`config.mk`:
```
export PLATFORM = sky130hd
export DESIGN_NAME = smtp_reply_parser
export DESIGN_NICKNAME = d
export VERILOG_FILES = /design/src/rtl/smtprp_pkg.sv /design/src/rtl/smtp_reply_parser.sv /design/src/rtl/smtprp_in_reg.sv /design/src/rtl/smtprp_line_check.sv /design/src/rtl/smtprp_out_reg.sv
export SDC_FILE = /design/constraint.sdc
export NUM_CORES = 1
export LEC_CHECK = 0
export BUFFER_PORTS_ARGS = -buffer_cell sky130_fd_sc_hd__buf_2
export CORE_MARGIN = 2
export CORE_UTILIZATION = 37
export DETAILED_ROUTE_END_ITERATION = 10
export HOLD_SLACK_MARGIN = 0.02
export PLACE_DENSITY = 0.61
export SYNTH_ARGS = -nofsm -noshare
export SYNTH_HDL_FRONTEND = slang
export SYNTH_HIERARCHICAL = 1
export SYNTH_SLANG_ARGS = --single-unit
```
`constraint.sdc`:
```
create_clock -name aclk -period 5.75 [get_ports aclk]
set_input_delay 1.4375 -clock aclk [delete_from_list [all_inputs] [get_ports aclk]]
set_output_delay 1.4375 -clock aclk [all_outputs]
set_load 0.02 [all_outputs]
```
`src/rtl/smtprp_pkg.sv`:
```
// ----------------------------------------------------------------------------
// smtprp_pkg
// Types and character constants shared by the reply-code parser modules.
// ----------------------------------------------------------------------------
package smtprp_pkg;

    // Characters that the line check recognizes.
    localparam logic [7:0] CH_NEWLINE = 8'h0A;
    localparam logic [7:0] CH_ZERO    = 8'h30;
    localparam logic [7:0] CH_NINE    = 8'h39;
    localparam logic [7:0] CH_DASH    = 8'h2D;
    localparam logic [7:0] CH_SPACE   = 8'h20;

    // Width of a reply code and of the expected-code register.
    localparam int CODE_W = 10;

    // Result status codes.
    typedef enum logic [2:0] {
        ST_OK         = 3'd0,
        ST_LINK       = 3'd1,
        ST_MALFORMED  = 3'd2,
        ST_DELIM      = 3'd3,
        ST_TOO_LONG   = 3'd4,
        ST_UNEXPECTED = 3'd5
    } status_t;

    // One received word.
    typedef struct packed {
        logic [7:0] reply_byte;
        logic       link_closed;
    } reply_in_t;

    // One result word.
    typedef struct packed {
        logic [CODE_W-1:0] smtp_code;
        status_t           status;
    } reply_out_t;

    // Handshake control from the line check to the register stages.
    typedef struct packed {
        logic take;   // the held input word is consumed this cycle
        logic load;   // a result word is written to the output register
    } chk_ctrl_t;

endpackage

```
`src/rtl/smtp_reply_parser.sv`:
```
// A byte waits in the input register and its result word in the output register.
// Throughput: one byte per cycle unless the input stalls; the line state updates as each byte is taken.
// Input stalls only while a result waits in the output register and the held
// byte would produce another one.
// Reset (aresetn low, synchronous) empties both registers, zeroes the line
// position and sets the expected code to zero.
// ----------------------------------------------------------------------------
// smtp_reply_parser
// Parses server reply bytes into a three-digit reply code and a status word.
// ----------------------------------------------------------------------------
module smtp_reply_parser
    import smtprp_pkg::*;
#(
    parameter int LINE_BUFFER_SIZE = 512
)
(
    input  logic              aclk,
    input  logic              aresetn,
    input  logic              cfg_valid,
    output logic              cfg_ready,
    input  logic [CODE_W-1:0] cfg_data,
    input  logic              s_valid,
    output logic              s_ready,
    input  reply_in_t         s_item,
    output logic              m_valid,
    input  logic              m_ready,
    output reply_out_t        m_item
);

    logic [CODE_W-1:0] match_code_reg;
    logic              in_valid;
    reply_in_t         in_item;
    logic              out_free;
    chk_ctrl_t         ctrl;
    reply_out_t        res_item;

    // Expected-code register; writes are always taken.
    assign cfg_ready = 1'b1;

    always_ff @(posedge aclk) begin
        if (!aresetn) begin
            match_code_reg <= '0;
        end else if (cfg_valid) begin
            match_code_reg <= cfg_data;
        end
    end

    smtprp_in_reg u_in_reg (
        .aclk     (aclk),
        .aresetn  (aresetn),
        .s_valid  (s_valid),
        .s_ready  (s_ready),
        .s_item   (s_item),
        .take     (ctrl.take),
        .in_valid (in_valid),
        .in_item  (in_item)
    );

    smtprp_line_check #(
        .LINE_BUFFER_SIZE (LINE_BUFFER_SIZE)
    ) u_line_check (
        .aclk       (aclk),
        .aresetn    (aresetn),
        .in_valid   (in_valid),
        .in_item    (in_item),
        .match_code (match_code_reg),
        .out_free   (out_free),
        .ctrl       (ctrl),
        .res_item   (res_item)
    );

    smtprp_out_reg u_out_reg (
        .aclk     (aclk),
        .aresetn  (aresetn),
        .load     (ctrl.load),
        .res_item (res_item),
        .out_free (out_free),
        .m_valid  (m_valid),
        .m_ready  (m_ready),
        .m_item   (m_item)
    );

    // Error results other than an unexpected code carry a zero code.
    a_err_zero_code: assert property (@(posedge aclk) disable iff (!aresetn)
        m_valid && (m_item.status == ST_LINK || m_item.status == ST_MALFORMED ||
                    m_item.status == ST_DELIM || m_item.status == ST_TOO_LONG)
        |-> m_item.smtp_code == '0)
        else $error("error result with nonzero code");

    // A reported code is always three decimal digits.
    a_code_range: assert property (@(posedge aclk) disable iff (!aresetn)
        m_valid |-> m_item.smtp_code <= CODE_W'(999))
        else $error("reply code out of range");

    // An empty input register always admits a new byte.
    a_in_ready: assert property (@(posedge aclk) disable iff (!aresetn)
        !in_valid |-> s_ready)
        else $error("input stalled while empty");

endmodule

```
`src/rtl/smtprp_in_reg.sv`:
```
// ----------------------------------------------------------------------------
// smtprp_in_reg
// Input register stage: holds one received word until the line check takes it.
// ----------------------------------------------------------------------------
module smtprp_in_reg
    import smtprp_pkg::*;
(
    input  logic      aclk,
    input  logic      aresetn,
    input  logic      s_valid,
    output logic      s_ready,
    input  reply_in_t s_item,
    input  logic      take,
    output logic      in_valid,
    output reply_in_t in_item
);

    logic      valid_reg;
    logic      valid_next;
    reply_in_t item_reg;

    // A new word may enter when the register is empty or is being drained.
    assign s_ready    = !valid_reg || take;
    assign valid_next = (s_valid && s_ready) ? 1'b1 : (take ? 1'b0 : valid_reg);

    always_ff @(posedge aclk) begin
        if (!aresetn) begin
            valid_reg <= 1'b0;
        end else begin
            valid_reg <= valid_next;
        end
    end

    // Payload needs no reset.
    always_ff @(posedge aclk) begin
        if (s_valid && s_ready) begin
            item_reg <= s_item;
        end
    end

    assign in_valid = valid_reg;
    assign in_item  = item_reg;

endmodule

```
`src/rtl/smtprp_line_check.sv`:
```
// ----------------------------------------------------------------------------
// smtprp_line_check
// Line state and per-word check: tracks position and header of the current line,
// checks completed, overlong and link-closed lines; at most one result per word.
// ----------------------------------------------------------------------------
module smtprp_line_check
    import smtprp_pkg::*;
#(
    parameter int LINE_BUFFER_SIZE = 512
)
(
    input  logic              aclk,
    input  logic              aresetn,
    input  logic              in_valid,
    input  reply_in_t         in_item,
    input  logic [CODE_W-1:0] match_code,
    input  logic              out_free,
    output chk_ctrl_t         ctrl,
    output reply_out_t        res_item
);

    localparam int PW = $clog2(LINE_BUFFER_SIZE);
    localparam logic [PW-1:0] POS_LIMIT = PW'(LINE_BUFFER_SIZE - 1);
    localparam logic [PW-1:0] HDR_LEN   = PW'(4);

    logic [PW-1:0] pos_reg;
    logic [PW-1:0] pos_next;
    logic [PW-1:0] pos_inc;
    logic [7:0]    hdr_reg [4];
    logic [7:0]    hdr_next [4];
    logic [7:0]    c;
    logic          emit;
    logic          clear;
    logic          digits_ok;
    logic [CODE_W-1:0] code;
    reply_out_t    res;

    assign c       = in_item.reply_byte;
    assign pos_inc = pos_reg + PW'(1);

    // Header as it stands after this byte: the byte lands at its position
    // while the line is still within its first four bytes.
    always_comb begin
        for (int i = 0; i < 4; i++) begin
            hdr_next[i] = (pos_reg == PW'(i)) ? c : hdr_reg[i];
        end
    end

    // Digit check and decimal value of the three code bytes.
    always_comb begin
        digits_ok = 1'b1;
        for (int i = 0; i < 3; i++) begin
            if (hdr_next[i] < CH_ZERO || hdr_next[i] > CH_NINE) begin
                digits_ok = 1'b0;
            end
        end
        code = CODE_W'(hdr_next[0][3:0]) * CODE_W'(100)
             + CODE_W'(hdr_next[1][3:0]) * CODE_W'(10)
             + CODE_W'(hdr_next[2][3:0]);
    end

    // Per-word decision.
    always_comb begin
        emit          = 1'b0;
        clear         = 1'b0;
        res.smtp_code = '0;
        res.status    = ST_OK;
        if (in_item.link_closed) begin
            emit       = 1'b1;
            clear      = 1'b1;
            res.status = ST_LINK;
        end else if (c == CH_NEWLINE) begin
            clear = 1'b1;
            if (pos_inc < HDR_LEN || !digits_ok) begin
                emit       = 1'b1;
                res.status = ST_MALFORMED;
            end else if (hdr_next[3] == CH_DASH) begin
                emit = 1'b0;
            end else if (hdr_next[3] != CH_SPACE) begin
                emit       = 1'b1;
                res.status = ST_DELIM;
            end else if (match_code != '0 && code != match_code) begin
                emit          = 1'b1;
                res.smtp_code = code;
                res.status    = ST_UNEXPECTED;
            end else begin
                emit          = 1'b1;
                res.smtp_code = code;
                res.status    = ST_OK;
            end
        end else if (pos_inc >= POS_LIMIT) begin
            emit       = 1'b1;
            clear      = 1'b1;
            res.status = ST_TOO_LONG;
        end
        pos_next = clear ? '0 : pos_inc;
    end

    // A word is taken unless its result has nowhere to go.
    assign ctrl.take = in_valid && (!emit || out_free);
    assign ctrl.load = ctrl.take && emit;
    assign res_item  = res;

    always_ff @(posedge aclk) begin
        if (!aresetn) begin
            pos_reg <= '0;
        end else if (ctrl.take) begin
            pos_reg <= pos_next;
        end
    end

    // Header bytes are always rewritten before a newline reads them.
    always_ff @(posedge aclk) begin
        if (ctrl.take) begin
            for (int i = 0; i < 4; i++) begin
                hdr_reg[i] <= hdr_next[i];
            end
        end
    end

    // The position never reaches the too-long limit in the register.
    a_pos_bound: assert property (@(posedge aclk) disable iff (!aresetn)
        pos_reg < POS_LIMIT)
        else $error("line position reached the limit");

    // A closed link always clears the line position.
    a_link_clears: assert property (@(posedge aclk) disable iff (!aresetn)
        ctrl.take && in_item.link_closed |=> pos_reg == '0)
        else $error("link closure did not clear the line");

    // No word is consumed with a result while the output is occupied.
    a_no_overwrite: assert property (@(posedge aclk) disable iff (!aresetn)
        ctrl.load |-> out_free)
        else $error("result loaded into a busy output register");

endmodule

```
`src/rtl/smtprp_out_reg.sv`:
```
// ----------------------------------------------------------------------------
// smtprp_out_reg
// Result register: holds one result word until the consumer takes it.
// ----------------------------------------------------------------------------
module smtprp_out_reg
    import smtprp_pkg::*;
(
    input  logic       aclk,
    input  logic       aresetn,
    input  logic       load,
    input  reply_out_t res_item,
    output logic       out_free,
    output logic       m_valid,
    input  logic       m_ready,
    output reply_out_t m_item
);

    logic       valid_reg;
    logic       valid_next;
    reply_out_t item_reg;

    // The register is free when empty or when its word leaves this cycle.
    assign out_free   = !valid_reg || m_ready;
    assign valid_next = load ? 1'b1 : (m_ready ? 1'b0 : valid_reg);

    always_ff @(posedge aclk) begin
        if (!aresetn) begin
            valid_reg <= 1'b0;
        end else begin
            valid_reg <= valid_next;
        end
    end

    always_ff @(posedge aclk) begin
        if (load) begin
            item_reg <= res_item;
        end
    end

    assign m_valid = valid_reg;
    assign m_item  = item_reg;

endmodule
```
==> metrics.yaml, run 1 <==
sta:
  finalHoldViolCount: 0
  min_period_over_period_pct: 94.5
  slew_headroom_pct: 21.5
  rsz0062_at_grt: "no"
  hold_ws_ns: 0.514
  report.final.slew_viol_count: 0
  setup_tns_ns: 0
  setup_viol: 0
  max_freq_mhz: 184
  worst_pin_slew_ns: 1.18
  fin_crit_ns: 5.43
  fin_skew_ns: 0.00868
final_layout:
  largest_register_ffs: 32
  nFillCells: 1266
  drive_gt1_share_pct: 19.8
  final_nets: 558
  synthToLayoutAreaGrowth_pct: 14.1
  n_antenna_cell: 0
route:
  routed-via-count: 3580
  routedWlPerCell_um: 16.0
  antenna_left: 0
  via_per_inst: 5.30
  routed_wirelength_mm: 10.8
  firstDrtPassIters: 4
  drtIter0Drc: 209
  drc: 0
cts:
  cts_tree: "done"
  clk_pin_slew_ns: 0.06
  clock_latency_ns: 0.34
  clockBufferDepth: 2
  postCtsSetupRepairBufs: 0
  ctsHoldBuffers: 0
  htree_levels: 3
  numClockSinks: 75
  ctsRootBufferMaster: "clkbuf_16"
  numCtsBuffers: 9
synth:
  ys_warn_count: 6
  yosysMostFrequentCell: "edfxtp_1"
  synth_mux_area_share_pct: 8.81
  synth_top_area_cell: "edfxtp_1"
  synth_cells: 466
  synthAdderAreaFrac_pct: 9.76
  async_flop_share_pct: 0
  synth_top_family_by_area: "simple AND/OR/NAND/NOR gates"
  yosys.area_share.simple_pct: 17.9
  synthTopCellsByCount: "edfxtp_1, inv_1, ha_1, nand2_1, nor2_1"
  synth_compound_area_share_pct: 11.7
  synth_cell_type_count: 71
  synth_edf_count: 54
  synth_area_per_cell_sq_um: 10.5
  synth_fp_nets: 525
  synth_top_cell_area_share_pct: 33.3
  yosysSeqAreaShare_pct: 41.9
  synth_seq_cells: 75
  synth_xor_area_share_pct: 4.44
  syn_area_sq_mm: 0.00487
  synth.area.top_cells: "edfxtp_1, dfxtp_1, ha_1"
  ys.flop_type: "edfxtp_1"
grt:
  antenna_found_initial: 0
  grt_pass1_wl_mm: 17.9
  grt_pass1_vias: 3519
  overflow: 0
  grt_max_degree: 42
  track_usage_pct: 15.7
pwr:
  p_per_area_mw_per_mm2: 312
  p_int_mw: 1.20
  p_seq_share_pct: 36.7
  comb_power_share_pct: 29.8
  p_sw_share_pct: 30.6
  power.switching_mw: 0.530
  power_frac_clock_pct: 33.5
  ir_worst_vdd_mv: 0.177
  leakage_nw: 2.21
place:
  place_congestion: 0.812
  dp_hpwl_mm: 8.00
  port_buffers: 38
hold_path:
  min_path_type: "reg2reg"
floorplanning:
  rows: 41
  die_y_um: 119
  die-area_sq_mm: 0.0141
  dieWidth_um: 119
  start_util_pct: 38.3
  coreArea_sq_mm: 0.0127
  num_io_pins: 40
setup_path:
  path_max_fanout: 10
  crit_path_frequent_cell: "ha_1"
  end_kind: "flop"
  critical-path-top-delay-family: "compound AO/OA/AOI/OAI gates"
  critPathArrivalTime_ns: 5.52
  critPathBufInv: 2
  crit_type: "reg2reg"
  crit_chain: "nor4_4, buf_4, nand3_2, mux2i_1, xor2_1, ha_1, inv_1, fa_1, xor2_1, ha_1, ha_1, nor2_1, a221oi_1, o2bb2ai_1, a2111oi_1, and3_1, a211oi_1, a311o_1"
  crit_path_max_incr_delay_ns: 0.59
  startpoint_type: "flop"
  cp_slowest_cell: "a2111oi_1"
  critPathRequiredTime_ns: 5.83
flow_run:
  drv_cap: 0
run_status:
  status: "complete, no violations"
==> metrics by stage <==
step | power (mW) | setup slack, ns | util [%] | std cells | instance area, sq um
after floorplan | 1.04 | 0.495 | - | 466 | 4870
after global placement | 1.15 | 0.419 | 41.1 | 660 | 5230
after detailed placement | 1.16 | 0.279 | 41.1 | 660 | 5230
after CTS | 1.74 | 0.246 | 43.6 | 676 | 5550
after global routing | 1.84 | 0.0198 | 43.7 | 676 | 5560
final | 1.73 | 0.316 | 43.7 | 676 | 5560
==> power groups by stage <==
stage | clock network [mW] | registers, mW | logic (mW)
2_1_floorplan | 0 | 0.642 | 0.398
3_3_place_gp | 0 | 0.647 | 0.501
3_5_place_dp | 0 | 0.647 | 0.508
4_1_cts | 0.593 | 0.636 | 0.513
5_1_grt | 0.622 | 0.639 | 0.578
6_report | 0.581 | 0.636 | 0.517
==> what timing repair did <==
action / 4_1_cts / 5_1_grt
endpoints found under the setup margin: 0 / 2
resized for setup: 0 / 3
endpoints found under the hold margin: 0 / 0
==> cell usage in the layout (no fill, tap or decap), types with 11 or more instances in the layout <==
cell type	n
clkbuf_16	11
dfxtp_1	21
inv_1	40
buf_2	38
nor2_1	22
edfxtp_1	54
mux2i_1	19
mux2_2	19
nand3_1	11
a21oi_1	16
nor2b_1	15
xnor2_1	12
o21ai_0	11
ha_1	30
nor4_1	11
and2_1	12
nand2_1	25
==> path summary, 6_finish.rpt <==
kind	startpoint	end	slack, ns	cells past startpoint
setup reg to reg	u_line_check/pos_reg[8]	u_out_reg/m_item[0]	0.32	18
hold / removal	u_out_reg/m_valid	u_out_reg/m_valid	0.51	2
setup / recovery	u_line_check/pos_reg[8]	u_out_reg/m_item[0]	0.32	18
hold reg to reg	u_out_reg/m_valid	u_out_reg/m_valid	0.51	2
==> per-layer routing <==
metal	track usage (%)	vias to the layer above	routed length (um)
li1	-	1767	-
met1	20.2	1713	4820
met2	26.3	84	5380
met3	2.94	16	384
met4	5.95	0	257
met5	0	-	0
==> final cells by class <==
type	count	area, sq um	area share [%]
multi-input combinational	327	2580	46.5
clock buffer	14	307	5.51
sequential	75	2040	36.7
inverter	40	150	2.70
clock inverter	2	11.3	0.203
timing repair buffer	46	250	4.50
tap	172	215	3.87
==> cells by family (layout without fill, tap and decap cells) <==
family,after synthesis,after routing
and+or+nand+nor,147,147
xor gates and xnor gates,23,23
muxes,40,40
DFF,75,75
AOI/OAI and AO/OA,81,81
buffers and inverters,64,102
other,1,1
adders and majority gates,35,35
==> worst register-to-register path: stages, from the launching register on <==
cell       delay, ns
dfxtp_1         0.40
nor4_4          0.31
buf_4           0.22
nand3_2         0.22
mux2i_1         0.39
xor2_1          0.21
ha_1            0.19
inv_1           0.06
fa_1            0.39
xor2_1          0.18
ha_1            0.28
ha_1            0.48
nor2_1          0.12
a221oi_1        0.33
o2bb2ai_1       0.12
a2111oi_1       0.59
and3_1          0.26
a211oi_1        0.08
a311o_1         0.35
Note: power is estimated with default switching activity, not from simulation.
==> run 2: changes to the inputs <==
Settings changed: RECOVER_POWER set to 100.
==> run 2 against run 1 <==
The flow now finishes with violations (max-capacitance violations, max-slew violations). Cell area decreased by 1.2%. Utilization decreased by 0.53 points. Routed wire length fell by 0.40%. Die area stayed put. Setup slack got worse by 0.015 ns. Via count down 0.53%. Sequential power barely moved. Critical endpoint is now s_ready. Largest power group unchanged.
==> metrics.yaml, run 2 (synthesis gave the netlist of run 1 again) <==
route:
  wl_met2_mm: 5.35
  drc: 0
  via_per_inst: 5.27
  wl_met1_mm: 4.89
  met3_length_um: 301
  firstDrtPassIters: 4
  antenna_left: 0
  routed_wirelength_mm: 10.8
  drtIter0Drc: 174
  routedWlPerCell_um: 16.0
  top_layer: "met4"
  routed-via-count: 3561
sta:
  worst_pin_slew_ns: 2.12
  max_freq_mhz: 184
  setup_tns_ns: 0
  rsz0062_at_grt: "no"
  setup_ws_ns: 0.301
  report.final.slew_viol_count: 15
  hold_ws_ns: 0.542
  fin_skew_ns: 0.00869
  finalHoldViolCount: 0
  setup_viol: 0
  min_period_over_period_pct: 94.8
  fin_crit_ns: 5.45
  slew_headroom_pct: -42.1
cts:
  cts_tree: "done"
  clockBufferDepth: 2
  ctsRootBufferMaster: "clkbuf_16"
  numCtsBuffers: 9
  htree_levels: 3
  clock_latency_ns: 0.34
  postCtsSetupRepairBufs: 0
  numClockSinks: 75
  clk_pin_slew_ns: 0.06
setup_path:
  critPathArrivalTime_ns: 4.01
  startpoint_type: "flop"
  rr_worst_depth: 19
  rrSetupSlack_ns: 0.40
  rr_endpoint: "u_out_reg/m_item[0]"
  path_max_fanout: 9
  critPathRequiredTime_ns: 4.31
  endpoint: "s_ready"
  cp-startpoint: "u_line_check/pos_reg[8]"
  crit_type: "reg2out"
  r2r-start: "u_line_check/pos_reg[8]"
  end_kind: "output port"
grt:
  track_usage_pct: 15.7
  overflow: 0
  grt_pass1_wl_mm: 17.9
  antenna_found_initial: 0
  grt_pass1_vias: 3519
  grt_max_degree: 42
final_layout:
  nFillCells: 1281
  largest_register_ffs: 32
  mostFrequentLayoutCells: "edfxtp_1, inv_1, ha_1, nand2_1, buf_2"
  final_nets: 558
  synthToLayoutAreaGrowth_pct: 12.7
  stdcell_count: 676
  n_antenna_cell: 0
  drive_gt1_share_pct: 13.1
  final_common_cell: "edfxtp_1"
run_status:
  failed_checks: "max-capacitance violations, max-slew violations"
  status: "finished, violations left"
pwr:
  ir_worst_vdd_mv: 0.176
  p_per_area_mw_per_mm2: 315
  power.total_mw: 1.73
  leakage_nw: 2.13
place:
  dp_hpwl_mm: 8.00
  place_ws_ns: 0.279
  port_buffers: 38
  place_congestion: 0.812
  numPlacedInstances: 660
floorplanning:
  dieWidth_um: 119
  die_y_um: 119
  coreArea_sq_mm: 0.0127
  num_io_pins: 40
  start_util_pct: 38.3
  rows: 41
  die-area_sq_mm: 0.0141
hold_path:
  min_path_type: "reg2reg"
  holdPathStages: 2
flow_run:
  drv_cap: 2
[run 2: changes by cell type in the layout (fill, tap and decap cells not counted), moves of 2 or more]
cell	change
o21ai_1	-4
o211ai_2	-2
o21ai_0	+4
buf_4	-4
mux2_1	+8
clkbuf_1	+19
o211ai_1	+2
and2_0	+9
mux2_2	-8
and2_1	-8
buf_2	-15
[run 2: where the power goes]
group / switching, mW / total, mW / leakage (nW) / internal [mW]
logic: 0.292 / 0.510 / 1.30 / 0.218
registers: 0.0230 / 0.636 / 0.677 / 0.613
clock network: 0.214 / 0.582 / 0.159 / 0.368
total: 0.528 / 1.73 / 2.13 / 1.20
[run 2: how the worst min path moves through the flow]
stage	slack, ns	to	start
2_1_floorplan	0.48	u_line_check/pos_reg[5]	u_line_check/pos_reg[5]
3_3_place_gp	0.49	u_out_reg/m_valid	u_out_reg/m_valid
3_5_place_dp	0.51	u_out_reg/m_valid	u_out_reg/m_valid
4_1_cts	0.52	u_out_reg/m_valid	u_out_reg/m_valid
5_1_grt	0.59	u_in_reg/in_valid	u_in_reg/in_valid
6_report	0.54	match_code_reg[9]	match_code_reg[9]
[run 2: critical path, cell delays in order (launching register included)]
cell and delay, ns:
dfxtp_1 0.40, nor4_4 0.30, buf_4 0.21, nand3_4 0.17, mux2_1 0.37, inv_1 0.09
ha_1 0.22, nor2b_1 0.13, a2bb2oi_1 0.14, a2111oi_0 0.54, nand4_1 0.16, or3_4 0.46
o21ai_4 0.16, nand2b_4 0.15, buf_2 0.16
[run 2: area by class of cell]
class | count | area [sq um] | area share (%)
tap | 172 | 215 | 3.92
timing repair buffer | 46 | 216 | 3.94
sequential | 75 | 2040 | 37.2
clock buffer | 14 | 307 | 5.58
inverter | 40 | 150 | 2.73
clock inverter | 2 | 11.3 | 0.205
multi-input combinational | 327 | 2550 | 46.4
[run 2: per-layer routing]
layer / up-vias / GRT usage, %
met5: - / 0
met4: 0 / 5.95
met3: 16 / 2.94
met2: 66 / 26.3
met1: 1716 / 20.2
li1: 1763 / -
[run 2: repair_timing]
item | 4_1_cts | 5_1_grt
hold buffers | 0 | 0
hold endpoints to repair | 0 | 0
gates resized for setup | 0 | 3
endpoints found under the setup margin | 0 | 2
[run 2: metrics by stage]
| step | instance area, sq um | utilization, % |
|---|---|---|
| 5_1_grt | 5490 | 43.2 |
| 4_1_cts | 5550 | 43.6 |
| 3_5_place_dp | 5230 | 41.1 |
| 2_1_floorplan | 4870 | - |
| 6_report | 5490 | 43.2 |
| 3_3_place_gp | 5230 | 41.1 |
